===== src/sv/dvss_pkg.sv =====
package dvss_pkg;

  localparam int FrameW    = 20;
  localparam int TcW       = 22;
  localparam int DateW     = 32;
  localparam int ErrW      = 12;
  localparam int ClipW     = 8;
  localparam int HoursW    = 5;
  localparam int MinutesW  = 6;
  localparam int SecondsW  = 6;
  localparam int FramesW   = 5;
  localparam int CfgDataW  = 8;
  localparam int CfgIndexW = 1;

  localparam logic [CfgIndexW-1:0] CFG_SKIP_DATE = 1'd0;
  localparam logic [CfgIndexW-1:0] CFG_CLIP_ID   = 1'd1;

  localparam logic KIND_FRAME = 1'b0;
  localparam logic KIND_END   = 1'b1;

  typedef struct packed {
    logic                kind;
    logic [FrameW-1:0]   frame_index;
    logic                timecode_valid;
    logic [HoursW-1:0]   tc_hours;
    logic [MinutesW-1:0] tc_minutes;
    logic [SecondsW-1:0] tc_seconds;
    logic [FramesW-1:0]  tc_frames;
    logic                date_valid;
    logic [DateW-1:0]    record_date;
    logic [ErrW-1:0]     error_blocks;
  } item_t;

  typedef struct packed {
    logic [ClipW-1:0]  seg_clip;
    logic [FrameW-1:0] first_frame;
    logic [FrameW-1:0] last_frame;
    logic [TcW-1:0]    first_timecode;
    logic [TcW-1:0]    last_timecode;
    logic [DateW-1:0]  first_date;
    logic [DateW-1:0]  last_date;
    logic [ErrW-1:0]   seg_errors;
  } result_t;

endpackage


===== src/sv/dvss_tc_count.sv =====
module dvss_tc_count (
  input  logic [dvss_pkg::HoursW-1:0]   tc_hours,
  input  logic [dvss_pkg::MinutesW-1:0] tc_minutes,
  input  logic [dvss_pkg::SecondsW-1:0] tc_seconds,
  input  logic [dvss_pkg::FramesW-1:0]  tc_frames,
  output logic [dvss_pkg::TcW-1:0]      count
);
  import dvss_pkg::*;

  logic [10:0] hm;
  logic [16:0] hms;

  assign hm    = 11'(tc_hours) * 11'd60 + 11'(tc_minutes);
  assign hms   = 17'(hm) * 17'd60 + 17'(tc_seconds);
  assign count = TcW'(hms) * TcW'(25) + TcW'(tc_frames);

endmodule


===== src/sv/dvss_track.sv =====
module dvss_track (
  input  logic                         clk,
  input  logic                         rst,
  input  logic                         fire,
  input  dvss_pkg::item_t              item,
  input  logic                         skip_date,
  input  logic [dvss_pkg::ClipW-1:0]   clip_id,
  output logic                         emit,
  output dvss_pkg::result_t            result
);
  import dvss_pkg::*;

  logic              segment_open;
  logic [FrameW-1:0] start_frame;
  logic [TcW-1:0]    start_timecode;
  logic [DateW-1:0]  start_date;
  logic [ErrW-1:0]   open_errors;
  logic [TcW-1:0]    prior_timecode;
  logic [DateW-1:0]  prior_date;

  logic [TcW-1:0]    tc_raw;
  logic [TcW-1:0]    tc;
  logic [DateW-1:0]  date;
  logic [TcW:0]      prior_plus;
  logic              is_end;
  logic              date_ok;
  logic              fill;
  logic              cut;
  logic              start_new;
  logic [TcW-1:0]    tc_next;
  logic [DateW-1:0]  date_next;

  dvss_tc_count u_tc (
    .tc_hours   (item.tc_hours),
    .tc_minutes (item.tc_minutes),
    .tc_seconds (item.tc_seconds),
    .tc_frames  (item.tc_frames),
    .count      (tc_raw)
  );

  always_comb begin
    is_end     = (item.kind == KIND_END);
    tc         = item.timecode_valid ? tc_raw : '0;
    date       = item.date_valid ? item.record_date : '0;
    date_ok    = item.date_valid | skip_date;
    prior_plus = {1'b0, prior_timecode} + (TcW+1)'(1);
    cut = segment_open && (!item.timecode_valid || !date_ok ||
                           ({1'b0, tc} != prior_plus) || (date != prior_date) ||
                           (item.error_blocks != open_errors));
    emit      = is_end ? segment_open : cut;
    start_new = !segment_open || cut;
    fill      = !skip_date && (!item.timecode_valid || !item.date_valid);
    tc_next   = (fill || !item.timecode_valid) ? prior_plus[TcW-1:0] : tc;
    date_next = fill ? prior_date : date;

    result.seg_clip       = clip_id;
    result.first_frame    = start_frame;
    result.last_frame     = item.frame_index - FrameW'(1);
    result.first_timecode = start_timecode;
    result.last_timecode  = prior_timecode;
    result.first_date     = start_date;
    result.last_date      = prior_date;
    result.seg_errors     = open_errors;
  end

  always_ff @(posedge clk) begin
    if (rst) begin
      segment_open   <= 1'b0;
      start_frame    <= '0;
      start_timecode <= '0;
      start_date     <= '0;
      open_errors    <= '0;
      prior_timecode <= '0;
      prior_date     <= '0;
    end else if (fire) begin
      if (is_end) begin
        segment_open   <= 1'b0;
        start_frame    <= '0;
        start_timecode <= '0;
        start_date     <= '0;
        open_errors    <= '0;
        prior_timecode <= '0;
        prior_date     <= '0;
      end else begin
        segment_open   <= 1'b1;
        prior_timecode <= tc_next;
        prior_date     <= date_next;
        if (start_new) begin
          start_frame    <= item.frame_index;
          start_timecode <= tc_next;
          start_date     <= date_next;
          open_errors    <= item.error_blocks;
        end
      end
    end
  end

  a_emit_needs_open: assert property (@(posedge clk) disable iff (rst)
    fire && emit |-> segment_open)
    else $error("segment emitted with none open");

  a_end_clears: assert property (@(posedge clk) disable iff (rst)
    fire && is_end |=> !segment_open && prior_timecode == '0)
    else $error("end beat left state behind");

  a_frame_opens: assert property (@(posedge clk) disable iff (rst)
    fire && !is_end |=> segment_open)
    else $error("frame beat left no open segment");

  a_tc_tracks: assert property (@(posedge clk) disable iff (rst)
    fire && !is_end && item.timecode_valid && (skip_date || item.date_valid)
    |=> prior_timecode == $past(tc_raw))
    else $error("prior timecode does not follow frame");

endmodule


===== src/sv/dv_frame_scene_segmenter.sv =====
// Splits a DV clip into segments of frames with continuous timecode, one
// recording date and one error-block count, one frame-metadata beat at a
// time, and reports each finished segment as one output beat. A beat is
// taken into an input register and decided against the segment state once
// the output register is free, and a segment that the beat closes is then
// registered for output. With out_ready high a new beat is taken every cycle;
// while a finished segment waits for out_ready the decision stage holds its
// beat and in_ready drops. The rate is set by the single compare-and-update
// step on the segment state. Write skip_date and clip_id only while no beat
// is in flight.
module dv_frame_scene_segmenter (
  input  logic                            clk,
  input  logic                            rst,
  input  logic                            cfg_we,
  input  logic [dvss_pkg::CfgIndexW-1:0]  cfg_index,
  input  logic [dvss_pkg::CfgDataW-1:0]   cfg_data,
  input  logic                            in_valid,
  output logic                            in_ready,
  input  logic                            kind,
  input  logic [dvss_pkg::FrameW-1:0]     frame_index,
  input  logic                            timecode_valid,
  input  logic [dvss_pkg::HoursW-1:0]     tc_hours,
  input  logic [dvss_pkg::MinutesW-1:0]   tc_minutes,
  input  logic [dvss_pkg::SecondsW-1:0]   tc_seconds,
  input  logic [dvss_pkg::FramesW-1:0]    tc_frames,
  input  logic                            date_valid,
  input  logic [dvss_pkg::DateW-1:0]      record_date,
  input  logic [dvss_pkg::ErrW-1:0]       error_blocks,
  output logic                            out_valid,
  input  logic                            out_ready,
  output logic [dvss_pkg::ClipW-1:0]      seg_clip,
  output logic [dvss_pkg::FrameW-1:0]     first_frame,
  output logic [dvss_pkg::FrameW-1:0]     last_frame,
  output logic [dvss_pkg::TcW-1:0]        first_timecode,
  output logic [dvss_pkg::TcW-1:0]        last_timecode,
  output logic [dvss_pkg::DateW-1:0]      first_date,
  output logic [dvss_pkg::DateW-1:0]      last_date,
  output logic [dvss_pkg::ErrW-1:0]       seg_errors
);
  import dvss_pkg::*;

  logic             skip_date;
  logic [ClipW-1:0] clip_id;
  logic             item_valid;
  item_t            item;
  logic             fire;
  logic             emit;
  result_t          result;
  result_t          out_reg;

  assign fire     = item_valid && (!out_valid || out_ready);
  assign in_ready = !item_valid || fire;

  always_ff @(posedge clk) begin
    if (rst) begin
      skip_date <= 1'b0;
      clip_id   <= '0;
    end else if (cfg_we) begin
      case (cfg_index)
        CFG_SKIP_DATE: skip_date <= cfg_data[0];
        CFG_CLIP_ID:   clip_id   <= cfg_data[ClipW-1:0];
        default: ;
      endcase
    end
  end

  always_ff @(posedge clk) begin
    if (rst) begin
      item_valid <= 1'b0;
    end else if (in_valid && in_ready) begin
      item_valid <= 1'b1;
    end else if (fire) begin
      item_valid <= 1'b0;
    end
  end

  always_ff @(posedge clk) begin
    if (in_valid && in_ready) begin
      item.kind           <= kind;
      item.frame_index    <= frame_index;
      item.timecode_valid <= timecode_valid;
      item.tc_hours       <= tc_hours;
      item.tc_minutes     <= tc_minutes;
      item.tc_seconds     <= tc_seconds;
      item.tc_frames      <= tc_frames;
      item.date_valid     <= date_valid;
      item.record_date    <= record_date;
      item.error_blocks   <= error_blocks;
    end
  end

  dvss_track u_track (
    .clk       (clk),
    .rst       (rst),
    .fire      (fire),
    .item      (item),
    .skip_date (skip_date),
    .clip_id   (clip_id),
    .emit      (emit),
    .result    (result)
  );

  always_ff @(posedge clk) begin
    if (rst) begin
      out_valid <= 1'b0;
    end else if (fire) begin
      out_valid <= emit;
    end else if (out_ready) begin
      out_valid <= 1'b0;
    end
  end

  always_ff @(posedge clk) begin
    if (fire && emit) begin
      out_reg <= result;
    end
  end

  assign seg_clip       = out_reg.seg_clip;
  assign first_frame    = out_reg.first_frame;
  assign last_frame     = out_reg.last_frame;
  assign first_timecode = out_reg.first_timecode;
  assign last_timecode  = out_reg.last_timecode;
  assign first_date     = out_reg.first_date;
  assign last_date      = out_reg.last_date;
  assign seg_errors     = out_reg.seg_errors;

endmodule


===== config.mk =====
export PLATFORM = sky130hd
export DESIGN_NAME = dv_frame_scene_segmenter
export DESIGN_NICKNAME = d
export VERILOG_FILES = /design/src/sv/dvss_pkg.sv /design/src/sv/dvss_tc_count.sv /design/src/sv/dvss_track.sv /design/src/sv/dv_frame_scene_segmenter.sv
export SDC_FILE = /design/constraint.sdc
export NUM_CORES = 1
export LEC_CHECK = 0
export BUFFER_PORTS_ARGS = -buffer_cell sky130_fd_sc_hd__clkbuf_2
export CAP_MARGIN = 40
export CORE_AREA = 2 2 188 190
export DETAILED_ROUTE_END_ITERATION = 7
export DIE_AREA = 0 0 190 192
export GPL_ROUTABILITY_DRIVEN = 0
export PLACE_DENSITY = 0.82
export SYNTH_ARGS = -nofsm -noshare
export SYNTH_HDL_FRONTEND = slang
export SYNTH_SLANG_ARGS = --single-unit
export TNS_END_PERCENT = 50

===== constraint.sdc =====
create_clock -name clk -period 29.2 [get_ports clk]
set_input_delay 1.46 -clock clk [delete_from_list [all_inputs] [get_ports clk]]
set_output_delay 1.46 -clock clk [all_outputs]
set_load 0.01 [all_outputs]

Word level (Yosys, flattened, before mapping):

Cells that the tools add are included.

* flip-flop bits (word level): 409
* bits of input ports: 103
* output and inout port bits: 170

* multiply operators: 3
* equal/unequal tests: 3
* reduce and logical (&&, ||, !) cells: 27
* add/subtract/negate cells: 5
* bitwise gates (word level): 2
* mux-type cells: 20

Operators with widths (count)
* 32-bit two-way mux: 5
* 22-bit two-way mux: 5
* 20-bit two-way mux: 2
* 32-bit != test: 1
* 12-bit two-way mux: 2
* 22-bit by 1-bit adder with 23-bit output (second input constant): 1
* 22-bit by 23-bit != test with 1-bit output: 1
* 22-bit by 5-bit adder with 22-bit output: 1
* 17-bit by 5-bit multiplier with 22-bit output (second input constant): 1
* 20-bit by 1-bit subtractor with 20-bit output (second input constant): 1
* 17-bit by 6-bit adder with 17-bit output: 1
* 11-bit by 4-bit multiplier with 15-bit output (second input constant): 1
* 12-bit != test: 1
* 11-bit by 6-bit adder with 11-bit output: 1
* 1-bit logical OR: 9
* 5-bit by 4-bit multiplier with 9-bit output (second input constant): 1
* 1-bit zero test: 7
* 1-bit two-way mux: 6
* 2-bit AND reduction: 3
* 2-bit nonzero test: 3
* 1-bit logical AND: 5
* 1-bit NOT: 1
* 1-bit OR: 1

Depth between registers and ports, before layout:

Gate-level depths: netlist of run 1.

* depth in word-level cells: 15
* mapped depth: 39
* depth with buffers taken out: 37

Cells and area by module:

A second synthesis of run 1 with hierarchy kept.

* cells, all modules: 2146
* area, all modules: 22924.5 sq um

By module, submodules not included
* dvss_track: seq. area each 2822.7 sq um, cells an instance 1344, times used 1, area each 10510.1 sq um
* dv_frame_scene_segmenter: seq. area each 7937.6 sq um, cells an instance 308, times used 1, area each 8215.4 sq um
* dvss_tc_count: seq. area each 0.0 sq um, cells an instance 494, times used 1, area each 4199.0 sq um

Worst setup path before layout of run 1:

OpenSTA, ideal clock, no wires.

* kind: register -> register
* from: register, netlist name item[62]
* to: register out_reg, in the netlist first_date[0] (enable)
* slack: 16793 ps
* data required time: 28679 ps
* clock period less this slack: 12407 ps
* arrival: 11887 ps
* buffers on the path: 0
* stages on the path, launching flop included: 37
* cell sequence: edfxtp_1 > fa_1 > inv_1 > fa_1 > fa_1 > inv_1 > ha_1 > o21ai_0 > a2111oi_0 > xnor2_1 > xnor2_1 > xnor2_1 > fa_1 > inv_1 > ha_1 > inv_1 > o21ai_0 > a21boi_0 > xor2_1 > nand3_1 > nor3_1 > xnor2_1 > inv_1 > ha_1 > ha_1 > ha_1 > ha_1 > a21oi_1 > nor2b_1 > o21ai_0 > o21ai_0 > a211oi_1 > mux2i_1 > xnor2_1 > nor4_4 > a21o_1 > inv_1

* word-level cells in the longest chain between the ends: 14

RTL lines
* 5-bit by 4-bit multiplier with 9-bit output: line dvss_tc_count.sv:13 `assign hm = 11'(tc_hours) * 11'd60 + 11'(tc_minutes);`
* 11-bit by 6-bit adder with 11-bit output: line dvss_tc_count.sv:13
* 11-bit by 4-bit multiplier with 15-bit output: line dvss_tc_count.sv:14 `assign hms = 17'(hm) * 17'd60 + 17'(tc_seconds);`
* 17-bit by 6-bit adder with 17-bit output: line dvss_tc_count.sv:14
* 17-bit by 5-bit multiplier with 22-bit output: line dvss_tc_count.sv:15 `assign count = TcW'(hms) * TcW'(25) + TcW'(tc_frames);`
* 22-bit by 5-bit adder with 22-bit output: line dvss_tc_count.sv:15
* 22-bit two-way mux: line dvss_track.sv:43 `tc = item.timecode_valid ? tc_raw : '0;`
* 22-bit by 23-bit != test with 1-bit output: line dvss_track.sv:48 `({1'b0, tc} != prior_plus) || (date != prior_date) ||`
* 1-bit logical OR: line dvss_track.sv:47 `cut = segment_open && (!item.timecode_valid || !date_ok ||`
* 1-bit logical OR (2 in a row): line dvss_track.sv:48
* 1-bit logical AND: line dvss_track.sv:47
* 1-bit two-way mux: line dvss_track.sv:50 `emit = is_end ? segment_open : cut;`
* 1-bit logical AND: line dv_frame_scene_segmenter.sv:114 `if (fire && emit) begin`
* to (signal assigned): line dv_frame_scene_segmenter.sv:115 `out_reg <= result;`
* to (decl): line dv_frame_scene_segmenter.sv:49 `result_t out_reg;`

No other way between the ends.
A chain may end at the register's enable or synchronous reset.

Worst setup path after layout of run 1:

* from: register, netlist name item[62]
* to: register out_reg, in the netlist first_date[19] (enable)

* word-level cells in the longest chain between the ends: 14

RTL lines (line)
* 5-bit by 4-bit multiplier with 9-bit output: dvss_tc_count.sv:13
* 11-bit by 6-bit adder with 11-bit output: dvss_tc_count.sv:13
* 11-bit by 4-bit multiplier with 15-bit output: dvss_tc_count.sv:14
* 17-bit by 6-bit adder with 17-bit output: dvss_tc_count.sv:14
* 17-bit by 5-bit multiplier with 22-bit output: dvss_tc_count.sv:15
* 22-bit by 5-bit adder with 22-bit output: dvss_tc_count.sv:15
* 22-bit two-way mux: dvss_track.sv:43
* 22-bit by 23-bit != test with 1-bit output: dvss_track.sv:48
* 1-bit logical OR: dvss_track.sv:47
* 1-bit logical OR (2 in a row): dvss_track.sv:48
* 1-bit logical AND: dvss_track.sv:47
* 1-bit two-way mux: dvss_track.sv:50
* 1-bit logical AND: dv_frame_scene_segmenter.sv:114

No other way between the ends.

==> run summary, run 1 <==
The run finished with clean final reports. Post-synthesis average cell area: 10.6 um^2. The cell count after synthesis came out at 1924. The number of clock buffers added by TritonCTS is 42. The count of flip-flops with a built-in enable after synthesis is 257, and the overall track demand over capacity in global routing is 27.8%. The run gives 19300 um as the post-route met1 wirelength. The core region is 0.0343 mm^2.

The number of antenna diodes in the final layout is 0. The later pin in the worst-skew pair is clocked with a latency of 0.57 ns. The minimum clock period after layout was 11.62 ns; the number of gates resized after CTS was 0. The largest total area in the synthesized netlist belongs to sky130_fd_sc_hd__edfxtp_1.

In this run the number of H-tree levels came out at 2. The slowest stage of the critical path belongs to the cell sky130_fd_sc_hd__buf_4. Of the post-synthesis cell area, the dominant cell type holds 37.7%.

The clock slew seen by the registers of the worst setup and hold paths works out to 0.06 ns. The cell area reported after detailed placement is 0.0223 mm^2, and the layout overhead on the synthesized area is 16.1%. The tools report the synthesized net count as 2167. The synthesis-stage register bit count was 409; the quantity of hold-fixing buffers added after cts was 0. The tools report the area of the die as 0.0365 mm^2.

Number of detailed-routing iterations run before antenna repair: 6. The type of the most critical hold path was reg -> reg. Across all hold checks on the routed design, the worst slack comes to 0.429 ns. The logs give 15400 for the via count of the first global-routing pass and 11.81 ns for the data arrival at the endpoint of the critical path.

After routing, the total negative slack on setup checks comes to 0 ns. The number of cells on the worst hold path works out to 0. 273 I/O pins were placed.

The longest individual stage delay on the worst path is 0.73 ns, and the pin count of the biggest net entering global routing is 74. The final layout contains 2421 nets. Among all flip-flop cells after synthesis, the most frequent one is sky130_fd_sc_hd__edfxtp_1.

The run gives 1719 as the initial DRC count. The logs give 0 for the initial antenna violation count and 409 for the CTS sink count. Detailed placement ended at an HPWL of 34600 um.

The floorplan die height is 192 um. For the wire length of the first global-routing pass, the log shows 80000 um. The run gives 86.1 MHz as the highest attainable clock frequency. In the synthesized netlist the async set-or-reset flop fraction comes to 0%. The critical hold path startpoint is u_track.start_timecode[17]. The logs give 0 for the sum of overflow across all layers after global routing and 0 for the number of failing setup endpoints in the final timing report. Uppermost layer routed: met4. The worst register-to-register path ends at first_date[19]. The die width is 190 um. The finished cells cover 0.0238 mm^2. The cell repeated most along the worst path was sky130_fd_sc_hd__ha_1. For this block, the via count after detailed routing is 15700. The logs give 70 for the count of cell types in the netlist and 0 for the detailed-route DRC error count. For the pin with the worst max-slew slack, the measured transition is 1.04 ns. The detailed-routed wire length on met3 is 4360 um.

Of all nets on the critical path, the largest fanout is 65. In the layout the commonest cells are 306 x sky130_fd_sc_hd__nand2_1, 272 x sky130_fd_sc_hd__clkbuf_2, 257 x sky130_fd_sc_hd__edfxtp_1. The run gives 29.39 ns as the endpoint required time on the critical path. The run gives 0 as the final hold violation count. Launching point of the worst reg2reg path: item[62].

The number of synthesis warnings is 0. Cells with a size suffix above 1 make up 17.0% of the layout. The count of buffers from port buffering is 272.

The worst relative slew slack was 29.8%. STA classifies the critical path endpoint as a flip-flop. The run gives 25100 um as the total met2 wirelength after detailed routing.

In the routed layout, each cell is associated on average with a via count of 5.90. Setup repair after global routing left no endpoint under its margin. The number of cells on the worst reg-to-reg path is 38. In this run the cell area of the synthesized design comes to 0.0205 mm^2. The total of max-cap violations was 0; the portion of the clock cycle consumed by the worst path in the final layout was 39.8%. The clock passes through at most 3 buffers. The leading cell type in the layout, fill and taps excluded is sky130_fd_sc_hd__nand2_1.

The remaining antenna violation count is 0. The worst setup slack for register-to-register paths came out at 17.58 ns. For the total wire length, the log shows 51100 um. Post-CTS timing repair inserted 0 buffers for setup. The tools report the buffer type at the clock tree root as sky130_fd_sc_hd__clkbuf_16.

Yosys attributes the largest share of cell area to sky130_fd_sc_hd__edfxtp_1 38%, sky130_fd_sc_hd__dfxtp_1 15%, sky130_fd_sc_hd__ha_1 6.3%. For the sequential area share after synthesis, the log shows 52.5%. TritonCTS built the clock tree. The kind of critical path was reg -> reg. The tools report the number of max-slew violations in the final report as 0. The effective utilization at floorplan came out at 59.7%. Row generation in the floorplan step produced 68 rows. The path with the worst hold slack has its endpoint at first_timecode[17]. Dividing the detail-routed wire length by the instance count gives 19.2 um. The tools report the clock skew after layout as 0.0177 ns. STA classifies the critical path startpoint as a flip-flop.
[worst max-delay path, delay by kind of cell, from the launching register on]
kind | cells | cell delay (ns)
fa+ha+maj | 10 | 3.96
compound gates | 9 | 2.41
buf+inv | 8 | 1.75
xor+xnor | 6 | 1.63
simple gates | 4 | 0.59
flops | 1 | 0.45
mux | 1 | 0.34
[metrics by stage]
stage	instances	worst slack, ns	utilization (%)
global placement	2583	18.08	64.7
CTS	2665	17.59	69.3
global route	2665	16.72	69.3
finish	2665	17.58	69.3
floorplan	1924	16.79	-
detailed placement	2589	17.67	65.1
[how the worst max path moves through the flow]
stage | startpoint | endpoint | slack [ns]
2_1_floorplan | item[62] | first_date[0] | 16.79
5_1_grt | item[62] | first_date[15] | 16.72
4_1_cts | item[62] | last_date[9] | 17.59
3_3_place_gp | item[62] | first_date[10] | 18.08
6_report | item[62] | first_date[19] | 17.58
3_5_place_dp | item[62] | first_date[10] | 17.67
[synthesized netlist by cell type, types with 9 or more instances]
| master | instances |
|---|---|
| sky130_fd_sc_hd__a211oi_1 | 24 |
| sky130_fd_sc_hd__xor2_1 | 71 |
| sky130_fd_sc_hd__o22ai_1 | 17 |
| sky130_fd_sc_hd__edfxtp_1 | 257 |
| sky130_fd_sc_hd__nor4_1 | 19 |
| sky130_fd_sc_hd__fa_1 | 37 |
| sky130_fd_sc_hd__xnor2_1 | 51 |
| sky130_fd_sc_hd__nand2b_1 | 10 |
| sky130_fd_sc_hd__nand2_1 | 307 |
| sky130_fd_sc_hd__mux2i_1 | 81 |
| sky130_fd_sc_hd__or3_1 | 9 |
| sky130_fd_sc_hd__nor2_1 | 108 |
| sky130_fd_sc_hd__nand3_1 | 86 |
| sky130_fd_sc_hd__a221oi_1 | 11 |
| sky130_fd_sc_hd__inv_1 | 115 |
| sky130_fd_sc_hd__a22oi_1 | 10 |
| sky130_fd_sc_hd__clkbuf_1 | 62 |
| sky130_fd_sc_hd__nor3_1 | 25 |
| sky130_fd_sc_hd__a21o_1 | 14 |
| sky130_fd_sc_hd__o21ai_0 | 56 |
| sky130_fd_sc_hd__dfxtp_1 | 152 |
| sky130_fd_sc_hd__nand3b_1 | 15 |
| sky130_fd_sc_hd__nor2b_1 | 14 |
| sky130_fd_sc_hd__ha_1 | 103 |
| sky130_fd_sc_hd__a21oi_1 | 125 |
| sky130_fd_sc_hd__nand4_1 | 13 |
[layer usage]
metal	global-route usage [%]	vias to the layer above
li1	-	7325
met1	34.6	7454
met2	47.8	795
met3	4.18	144
met4	13.5	0
met5	0	-
[sequential cells by signal (all words and copies together) (netlist names)]
| register | flops |
|---|---|
| clip_id | 8 |
| first_date | 32 |
| first_frame | 20 |
| first_timecode | 22 |
| item | 89 |
| item_valid | 1 |
| last_date | 32 |
| last_frame | 20 |
| last_timecode | 22 |
| out_valid | 1 |
| seg_clip | 8 |
| seg_errors | 12 |
| skip_date | 1 |
| u_track.open_errors | 12 |
| u_track.prior_date | 32 |
| u_track.prior_timecode | 22 |
| u_track.segment_open | 1 |
| u_track.start_date | 32 |
| u_track.start_frame | 20 |
| u_track.start_timecode | 22 |
[cell families (layout without fill, tap and decap cells)]
| logic type | Yosys count | after routing | synth area share (%) |
|---|---|---|---|
| muxes | 82 | 82 | 4.01 |
| xor gates and xnor gates | 122 | 122 | 5.22 |
| DFF | 409 | 409 | 52.5 |
| and+or+nand+nor | 651 | 651 | 14.6 |
| AOI/OAI and AO/OA | 322 | 322 | 9.73 |
| adders and majority gates | 142 | 142 | 10.0 |
| buffers and inverters | 196 | 482 | 3.87 |
[area by class of cell]
class	instances	area, um^2
fill	2389	10500
inverter	116	443
timing repair buffer	290	1590
sequential	409	10800
multi-input combinational	1319	8950
clock buffer	59	1210
tap	455	569
clock inverter	17	250
Power of run 1 is not shown: default switching activity piles up to over one toggle a cycle in this logic, so the estimate is an artifact.
==> inputs of run 2 (changes only) <==
ABC_AREA = 1   (was default)
CORE_AREA = 2 2 203 205   (was 2 2 188 190)
DIE_AREA = 0 0 205 207   (was 0 0 190 192)
PLACE_DENSITY = 0.76   (was 0.82)
clock period = 10.11 ns   (was 29.2 ns; I/O delays follow)
==> run summary, run 2 <==
The flip-flop count of the largest register, all copies and words added came out at 89 (unchanged). The worst setup slack for register-to-register paths was 0.48 ns (was 17.58 ns); the number of synthesis warnings was 0 (unchanged). Actual slew at the worst max-slew pin: 0.869 ns (was 1.04 ns). The share of the synthesized netlist area taken by xor and xnor gates was 2.32% (was 5.22%); the via count of the first global-routing pass was 16200 (was 15400).

The tools report the synthesized net count as 2659 (was 2167). The longest individual stage delay on the worst path was 0.60 ns (was 0.73 ns). The tools report the count of cell types in the netlist as 42 (was 70). The compound-cell area share of the yosys netlist is 8.02% (was 9.73%), and the remaining antenna violation count is 0 (unchanged). The tools report the maximum root-to-sink buffer count as 3 (unchanged).

The type of the most critical hold path was in -> reg (was reg -> reg). Number of detailed-routing iterations run before antenna repair: 7 (was 6). The adder and majority cell fraction of the synthesized area was 9.67% (was 10.0%); the ratio of cells with drive above 1 in the final layout was 15.5% (was 17.0%).

For the number of failing setup endpoints in the final timing report, the log shows 0 (unchanged). Final hold violation count: 0 (unchanged). The clock skew after layout is 0.0269 ns (was 0.0177 ns), and the number of vias after detailed routing is 17200 (was 15700). The combinational family with the most area after synthesis was simple AND/OR/NAND/NOR gates (unchanged). Number of rows created at floorplan: 74 (was 68). The tools report the capturing point of the worst reg2reg path as first_timecode[11] (was first_date[19]). TritonCTS built the clock tree. The register name with the most flops was item (unchanged). The data arrival at the endpoint of the critical path was 9.92 ns (was 11.81 ns). Leading cell type in the layout, fill and taps excluded: sky130_fd_sc_hd__nand2_1 (unchanged). The sequential area share after synthesis came out at 51.0% (was 52.5%). The post-synthesis mux area share was 0% (was 4.01%); the mapped cell area was 0.0211 mm^2 (was 0.0205 mm^2).

End of the worst hold path: item[44] (was first_timecode[17]). The clock slew seen by the registers of the worst setup and hold paths came out at 0.07 ns (was 0.06 ns). The endpoint class of the critical path was a flip-flop (unchanged). Overall track demand over capacity in global routing: 24.7% (was 27.8%). The tools report the I/O pin count as 273 (unchanged). The synthesis-stage register bit count was 409 (unchanged); the total of fill cells in the finished design was 3348 (was 2389). The tools report the initial DRC count as 1748 (was 1719). Setup repair after global routing left no endpoint under its margin.

The wire length of the first global-routing pass is 83800 um (was 80000 um), and the synthesized instance count is 2416 (was 1924). The cell taking the most area after synthesis is sky130_fd_sc_hd__edfxtp_1 (unchanged). The floorplan die height was 207 um (was 192 um).

The maximum level of the CTS H-tree is 2 (unchanged). The area of the die came out at 0.0424 mm^2 (was 0.0365 mm^2). The detailed-route DRC error count came out at 0 (unchanged). The post-synthesis average cell area was 8.73 um^2 (was 10.6 um^2).

The number of cells on the worst hold path was 1 (was 0). Detail-routed net length per standard cell: 16.3 um (was 19.2 um). The slowest cell on the critical path was sky130_fd_sc_hd__fa_1 (was sky130_fd_sc_hd__buf_4). The count of buffers from port buffering is 272 (unchanged). The tools report the clock latency on the worst-skew pair as 0.57 ns (about the same). Dominant cells by area after synthesis: sky130_fd_sc_hd__edfxtp_1 37%, sky130_fd_sc_hd__dfxtp_1 14%, sky130_fd_sc_hd__nand2_1 11% (was sky130_fd_sc_hd__edfxtp_1 38%, sky130_fd_sc_hd__dfxtp_1 15%, sky130_fd_sc_hd__ha_1 6.3%). The most used flip-flop cell after synthesis is sky130_fd_sc_hd__edfxtp_1 (unchanged).

For the pin count of the biggest net entering global routing, the log shows 106 (was 74). The run finished with clean final reports. The die width is 205 um (was 190 um), and the quantity of hold-fixing buffers added after cts is 0 (unchanged). Critical hold path startpoint: date_valid (was u_track.start_timecode[17]). Kind of launch point of the worst setup path: a flip-flop (unchanged). The count of flip-flops with a built-in enable after synthesis works out to 257 (unchanged). The CTS sink count was 409 (unchanged); the placeable core area was 0.0404 mm^2 (was 0.0343 mm^2). Most frequent cells after synthesis: 618 x sky130_fd_sc_hd__nand2_1, 305 x sky130_fd_sc_hd__inv_1, 257 x sky130_fd_sc_hd__edfxtp_1 (was 307 x sky130_fd_sc_hd__nand2_1, 257 x sky130_fd_sc_hd__edfxtp_1, 152 x sky130_fd_sc_hd__dfxtp_1). The most numerous cell in the Yosys netlist is sky130_fd_sc_hd__nand2_1 (unchanged). The buffer type at the clock tree root was sky130_fd_sc_hd__clkbuf_16 (unchanged). The simple logic cell fraction of the synthesized area is 21.6% (was 14.6%), and the total wire length is 52800 um (was 51100 um). The portion of the clock cycle consumed by the worst path in the final layout was 95.2% (was 39.8%). The launching point of the worst reg2reg path was item[64] (was item[62]). The tools report the worst relative slew slack as 42.1% (was 29.8%).

The vias per cell was 5.31 (was 5.90). The fraction of synthesized cell area taken by the top area cell type works out to 36.6% (was 37.7%). The tools report the sum of overflow across all layers after global routing as 0 (unchanged). Commonest cells after routing, fill and taps aside: 616 x sky130_fd_sc_hd__nand2_1, 295 x sky130_fd_sc_hd__inv_1, 272 x sky130_fd_sc_hd__clkbuf_2 (was 306 x sky130_fd_sc_hd__nand2_1, 272 x sky130_fd_sc_hd__clkbuf_2, 257 x sky130_fd_sc_hd__edfxtp_1).

Post-synthesis async set-or-reset flop share: 0% (unchanged). The minimum clock period after layout was 9.63 ns (was 11.62 ns); the placed wire-length estimate was 38200 um (was 34600 um). The highest net fanout along the worst path works out to 44 (was 65).

The layout overhead on the synthesized area came out at 17.1% (was 16.1%). The cell repeated most along the worst path was sky130_fd_sc_hd__fa_1 (was sky130_fd_sc_hd__ha_1). The worst reg2reg path depth was 39 (was 38); the highest attainable clock frequency was 104 MHz (was 86.1 MHz). The tools report the number of max-slew violations in the final report as 0 (unchanged).

The tools report the initial antenna violation count as 3 (was 0). Total CTS buffers: 40 (was 42). The kind of critical path was reg -> reg (unchanged).

The logs give 10.40 ns (was 29.39 ns) for the endpoint required time on the critical path and 0.108 ns (was 0.429 ns) for the hold slack. The final layout net count is 2912 (was 2421). Effective utilization at floorplan: 52.3% (was 59.7%). For the antenna diode instance count, the log shows 0 (unchanged).

The total of max-cap violations was 0 (unchanged).
==> run 2: what timing repair did <==
action | CTS | global route
gates resized for setup | 0 | 17
setup endpoints to repair | 0 | 221
buffers inserted | 0 | 2
==> run 2: worst max path at each step <==
stage,startpoint,slack [ns],endpoint,cells after the start
after floorplan,item[64],-0.52,first_date[0],42
after global placement,item[64],0.56,first_timecode[11],43
after detailed placement,item[64],0.09,first_timecode[11],42
after CTS,item[64],0.03,first_timecode[11],42
after global routing,item[64],0.01,u_track.open_errors[9],52
final,item[64],0.48,first_timecode[11],39
==> run 2: per-stage QoR <==
| stage | util [%] | setup TNS [ns] | instances | cell area, um^2 | setup slack [ns] |
|---|---|---|---|---|---|
| 2_1_floorplan | - | -87.44 | 2416 | 21400 | -0.520 |
| 3_3_place_gp | 57.4 | 0 | 3154 | 23200 | 0.564 |
| 3_5_place_dp | 57.6 | 0 | 3157 | 23200 | 0.0934 |
| 4_1_cts | 61.0 | 0 | 3229 | 24600 | 0.0292 |
| 5_1_grt | 61.2 | 0 | 3231 | 24700 | 0.0112 |
| 6_report | 61.2 | 0 | 3231 | 24700 | 0.484 |
==> run 2: kinds of logic after synthesis <==
| group | Yosys count |
|---|---|
| XOR/XNOR | 56 |
| AO/OA/AOI/OAI | 328 |
| flip-flops | 409 |
| adder cells (fa/ha/maj) | 141 |
| AND/OR/NAND/NOR | 1089 |
| buffers and inverters | 393 |
==> run 2: layout make-up <==
| type | count | area, um^2 | share of cell area [%] |
|---|---|---|---|
| clock inverters | 20 | 265 | 1.07 |
| repair buffers | 293 | 1640 | 6.64 |
| clock buffers | 52 | 1110 | 4.48 |
| flip-flops and latches | 409 | 10800 | 43.6 |
| multi-input cells | 1614 | 9090 | 36.8 |
| inverters | 311 | 1180 | 4.76 |
| well taps | 532 | 666 | 2.69 |
==> run 2: critical path, delay by kind of cell (launching register included) <==
family | cells | cell delay (ns)
AO/OA/AOI/OAI | 5 | 0.98
XOR/XNOR | 4 | 1.28
adder cells (fa/ha/maj) | 10 | 4.30
buffers and inverters | 8 | 0.89
flip-flops | 1 | 0.45
AND/OR/NAND/NOR | 12 | 1.42
==> run 2: routing by layer <==
metal | wire length, um | vias up | global-route usage, %
met5 | 34 | - | 0
met4 | 1750 | 6 | 8.66
met3 | 4490 | 122 | 5.73
met2 | 23800 | 728 | 38.1
met1 | 22700 | 7874 | 34.1
li1 | - | 8434 | -
Power of run 2 is left out for the same reason.
